===== src/rtl/core/assert_macros.svh =====
// Assertion helpers for the queue core.
`ifndef ASSERT_MACROS_SVH
`define ASSERT_MACROS_SVH

// Check that a property holds at every clock edge outside reset.
`define HPQ_ASSERT(lbl, prop, msg) \
  lbl: assert property (@(posedge clk) disable iff (!rst_n) (prop)) else $error(msg);

// Check that a property holds at every clock edge, reset included.
`define HPQ_ASSERT_ALWAYS(lbl, prop, msg) \
  lbl: assert property (@(posedge clk) (prop)) else $error(msg);

`endif


===== src/rtl/core/hpq_ram.sv =====
module hpq_ram #(
  parameter int WIDTH = 8,
  parameter int DEPTH = 16
) (
  input  logic                     clk,
  input  logic                     we,
  input  logic [$clog2(DEPTH)-1:0] waddr,
  input  logic [WIDTH-1:0]         wdata,
  input  logic [$clog2(DEPTH)-1:0] raddr,
  output logic [WIDTH-1:0]         rd_data_r
);

  logic [WIDTH-1:0] mem [DEPTH];

  always_ff @(posedge clk) begin
    if (we) begin
      mem[waddr] <= wdata;
    end
    rd_data_r <= mem[raddr];
  end

endmodule


===== config.mk =====
export PLATFORM = sky130hd
export DESIGN_NAME = hpq_ram
export DESIGN_NICKNAME = d
export VERILOG_FILES = /design/src/rtl/core/assert_macros.svh /design/src/rtl/core/hpq_ram.sv
export SDC_FILE = /design/constraint.sdc
export NUM_CORES = 1
export LEC_CHECK = 0
export BUFFER_PORTS_ARGS = -buffer_cell sky130_fd_sc_hd__buf_2
export CORE_MARGIN = 1.5
export CORE_UTILIZATION = 55
export DETAILED_ROUTE_END_ITERATION = 16
export GPL_TIMING_DRIVEN = 0
export PLACE_DENSITY_LB_ADDON = 0.2
export SYNTH_ARGS = -nofsm -noshare
export SYNTH_HDL_FRONTEND = slang
export SYNTH_SLANG_ARGS = --single-unit

===== constraint.sdc =====
create_clock -name clk -period 1.9 [get_ports clk]
set_clock_uncertainty 0.15 [all_clocks]
set_input_delay 0.095 -clock clk [delete_from_list [all_inputs] [get_ports clk]]
set_output_delay 0.095 -clock clk [all_outputs]
set_load 0.03 [all_outputs]

Word-level counts from Yosys, hierarchy flattened
Memory sizes are Yosys's and may differ from the RTL's. A register that Yosys moved wholly into a read port is not among the register bits.
Index checks and enable logic that the tools add are counted.
W data, S select, Z words.
{"block": "op_classes", "mux": 2}
{"cell": "$mux W1", "n": 2}
{"block": "word_totals", "register_bits": 0, "memories": 1, "inputBits": 18, "mem_bits_rw": 128, "word_cells": 3, "out_inout_bits": 8}
{"memory": "mem", "words": 16, "width": 8, "rd": 1, "rd_ports_with_merged_regs": 1, "write_ports": 1, "line": "hpq_ram.sv:13", "rtl": "logic [WIDTH-1:0] mem [DEPTH];"}

Depth between registers and ports, before layout
{"block": "logic_depth", "ltp_word": 2, "mapped_depth": 5, "ltp_nobuf": 3}

Least setup slack after synthesis
OpenSTA, ideal clock, no wires.
{"block": "synth_path", "path_type": "in2reg", "startpoint": "input waddr[2]", "endpoint": "memory mem[0][0] (enable)", "cell_stages": 2, "arrival_time_ns": 1.205, "setup_ns": 0.383, "required_time_ns": 1.367, "path_buffers": 0, "setup_slack_ns": 0.162, "cell_sequence": "or3b_2 -> nor3_1"}
{"item": "from (decl)", "line": "hpq_ram.sv:7", "rtl": "input logic [$clog2(DEPTH)-1:0] waddr,"}
{"item": "to (decl)", "line": "hpq_ram.sv:13"}
Straight into the memory's write port.

Worst setup path after layout
{"block": "layout_path", "startpoint": "input waddr[1]", "endpoint": "memory mem[8][2] (enable)"}
Straight into the memory's write port.

==> run summary <==
status: finished, final reports clean
drt wl/cell: 23.30 um
synthesized area: 5147 sq um
CTS Buffer Depth: 2
Logic pwr share: 5.5%
CTS tree: yes
Net Sw Frac: 19.99%
CTS Buf Count: 17
share of layout cells above drive strength 1: 27.33%
dpl ws: -449.0 ps
Cell Chain, Critical Path: dlygate4sd3_1 -> buf_2 -> nor3_1
RSZ-0062 raised after global routing: false
Final Wtd Congestion: 0.6711
largest net degree at the start of global routing: 17
Lkg Pwr: 0.002083 uW
Synth Warn #: 0
num ports: 26
final setup margin: 40.89 ps
Die Y: 99.74 um
first-pass GRT wire length: 14.10 mm
clock root cell: clkbuf_8
Net Sw Power: 1366 uW
Initial DRC Count: 204
sequential fraction of the synthesis area: 77.78%
Netlist cell types: 19
Port Buffers: 24
Final Hold Viols: 0
Clk pwr share: 45.2%
Tot Pwr: 6833 uW
crit path launch type: input port
most common cell after layout, fill and taps aside: edfxtp_1
Setup TNS: 0 ps
Die ar.: 9948 sq um
Vias: 2,454
#FFs+latches synth: 136
Crit Path Class: input port to register
CP Capture Type: register
slowest stage delay, CP: 1040 ps
Slew Viols, Final: 0
non-filler instance count after layout: 411
Hold Path Origin: waddr[3]
Crit. Startpoint: waddr[1]
final WL: 9.577 mm
setup violators final: 0
fin crit share: 97.85%
ant diodes: 0
number of global-route vias before repair: 2,389
min Tclk post-route: 1859 ps
Max Freq: 0.5379 GHz
Nets: 305
Syn Inst Count: 229
CP top delay family: simple AND/OR/NAND/NOR gates
WP buf/inv: 2
Worst EP required: 1880 ps
Max Fanout on Critical Path: 8
top cell type's share of synthesized area: 74.67%
clock-pin slew on the worst setup and hold paths: 60 ps
Crit-path slowest cell: nor3_1
Synth area leader: edfxtp_1
later-pin clock latency in the skew report: 520 ps
placed cell count: 364
Starting Density: 56.24%
initial antenna violation count: 0
Max VDD drop: 0.7139 mV
max_cap viols: 0
Detailed Routing Iterations Pass 1: 4
Area Overhead vs Synth: 19.06%
Site Rows: 35
Worst Tran Pin Value: 1290 ps
Area contributors post-synth: edfxtp_1 (75%), mux4_2 (7.9%), mux4_1 (7.1%)
Core ar.: 9153 sq um
sequential share of power: 49.3%
Synth Area per Inst: 22.48 sq um
# Post-CTS Setup Buffers: 0
Slew headroom: 13.31%
# clock sinks: 136
DR DRC count: 0
crit path DAT: 1840 ps
gr usage total: 21.07%
die width: 99.74 um
pwr/cell area: 1115 nW/um^2
Vias/cell: 5.971
reg2reg start: mem[5][2]
worst hold-check path type: input port to register
GRT Residual Overflow: 0
hpwl dp: 5.882 mm
Syn Nets: 247
most frequent cells in the layout: edfxtp_1 (128), buf_2 (27), mux4_2 (18), a22oi_1 (16), clkbuf_16 (16)
internal power: 5467 uW
ANT nets after route: 0
CTS H-tree lvls: 4
[state kept, by name, indices dropped and copies added (netlist names)]
| signal | flops |
|---|---|
| mem | 128 |
| rd_data_r | 8 |
[worst register-to-register path: stages (launching register included)]
cell and delay [ps]:
edfxtp_1 370, mux4_1 570, a22oi_1 250, nand2_1 80
[final cells by class]
type	instances	area [sq um]
buffer	10	86.33
clock buffer	23	466.7
clock inverter	9	100.1
fill	598	3024
multi-input combinational	83	1062
sequential	136	4004
tap	111	138.9
timing repair buffer	39	270.3
[metal layers]
metal / track usage, % / part of all wire, % / vias up
met5: 0 / 0 / -
met3: 6.184 / 6.4 / 15
met2: 31.97 / 48 / 81
met4: 6.934 / 1.6 / 0
met1: 29.96 / 44 / 1268
li1: - / - / 1090
[power groups by stage]
| stage | logic, uW | registers (uW) | clock network, uW |
|---|---|---|---|
| 2_1_floorplan | 170 | 3470 | 0 |
| 3_3_place_gp | 346 | 3430 | 0 |
| 3_5_place_dp | 354 | 3430 | 0 |
| 4_1_cts | 379 | 3370 | 3110 |
| 5_1_grt | 401 | 3380 | 3240 |
| 6_report | 377 | 3370 | 3090 |
[cell families (layout without fill, tap and decap cells)]
family	count (synthesis)	count (layout)	share of synthesized area [%]
DFF	136	136	77.78
and+or+nand+nor	35	35	3.184
muxes	32	32	15.02
AOI/OAI and AO/OA	16	16	2.334
buffers and inverters	10	81	1.677
[timing repair]
| item | in CTS | in global routing |
|---|---|---|
| hold buffers | 15 | 0 |
| resized for setup | 0 | 0 |
| endpoints found under the hold margin | 148 | 0 |
[Yosys cell counts]
library cell / instances
a22oi_1: 16
and2_1: 1
and2b_1: 1
buf_2: 3
buf_4: 1
buf_6: 3
clkdlybuf4s25_2: 3
dfxtp_1: 8
edfxtp_1: 128
mux4_1: 14
mux4_2: 18
nand2_1: 9
nand2b_1: 2
nand3_1: 1
nand3b_1: 2
nor2_1: 13
nor2b_1: 1
nor3_1: 4
or3b_2: 1
[per-stage QoR]
step                cell area (sq um)  utilization [%]  hold slack, ps
global route                     6128            66.96           48.58
CTS                              6123            66.90           69.17
detailed placement               5406            59.07           358.7
floorplan                        5147                -           43.87
global placement                 5406            59.07           344.4
finish                           6128            66.96           46.22
[final timing paths]
check                                    end  slack [ps]  cells past startpoint
worst max register to register  rd_data_r[2]         370                      3
worst min-delay path               mem[0][4]          50                      3
worst min register to register  rd_data_r[2]         530                      3
worst max-delay path               mem[8][2]          40                      3
Power figures use the tool's default switching activity.
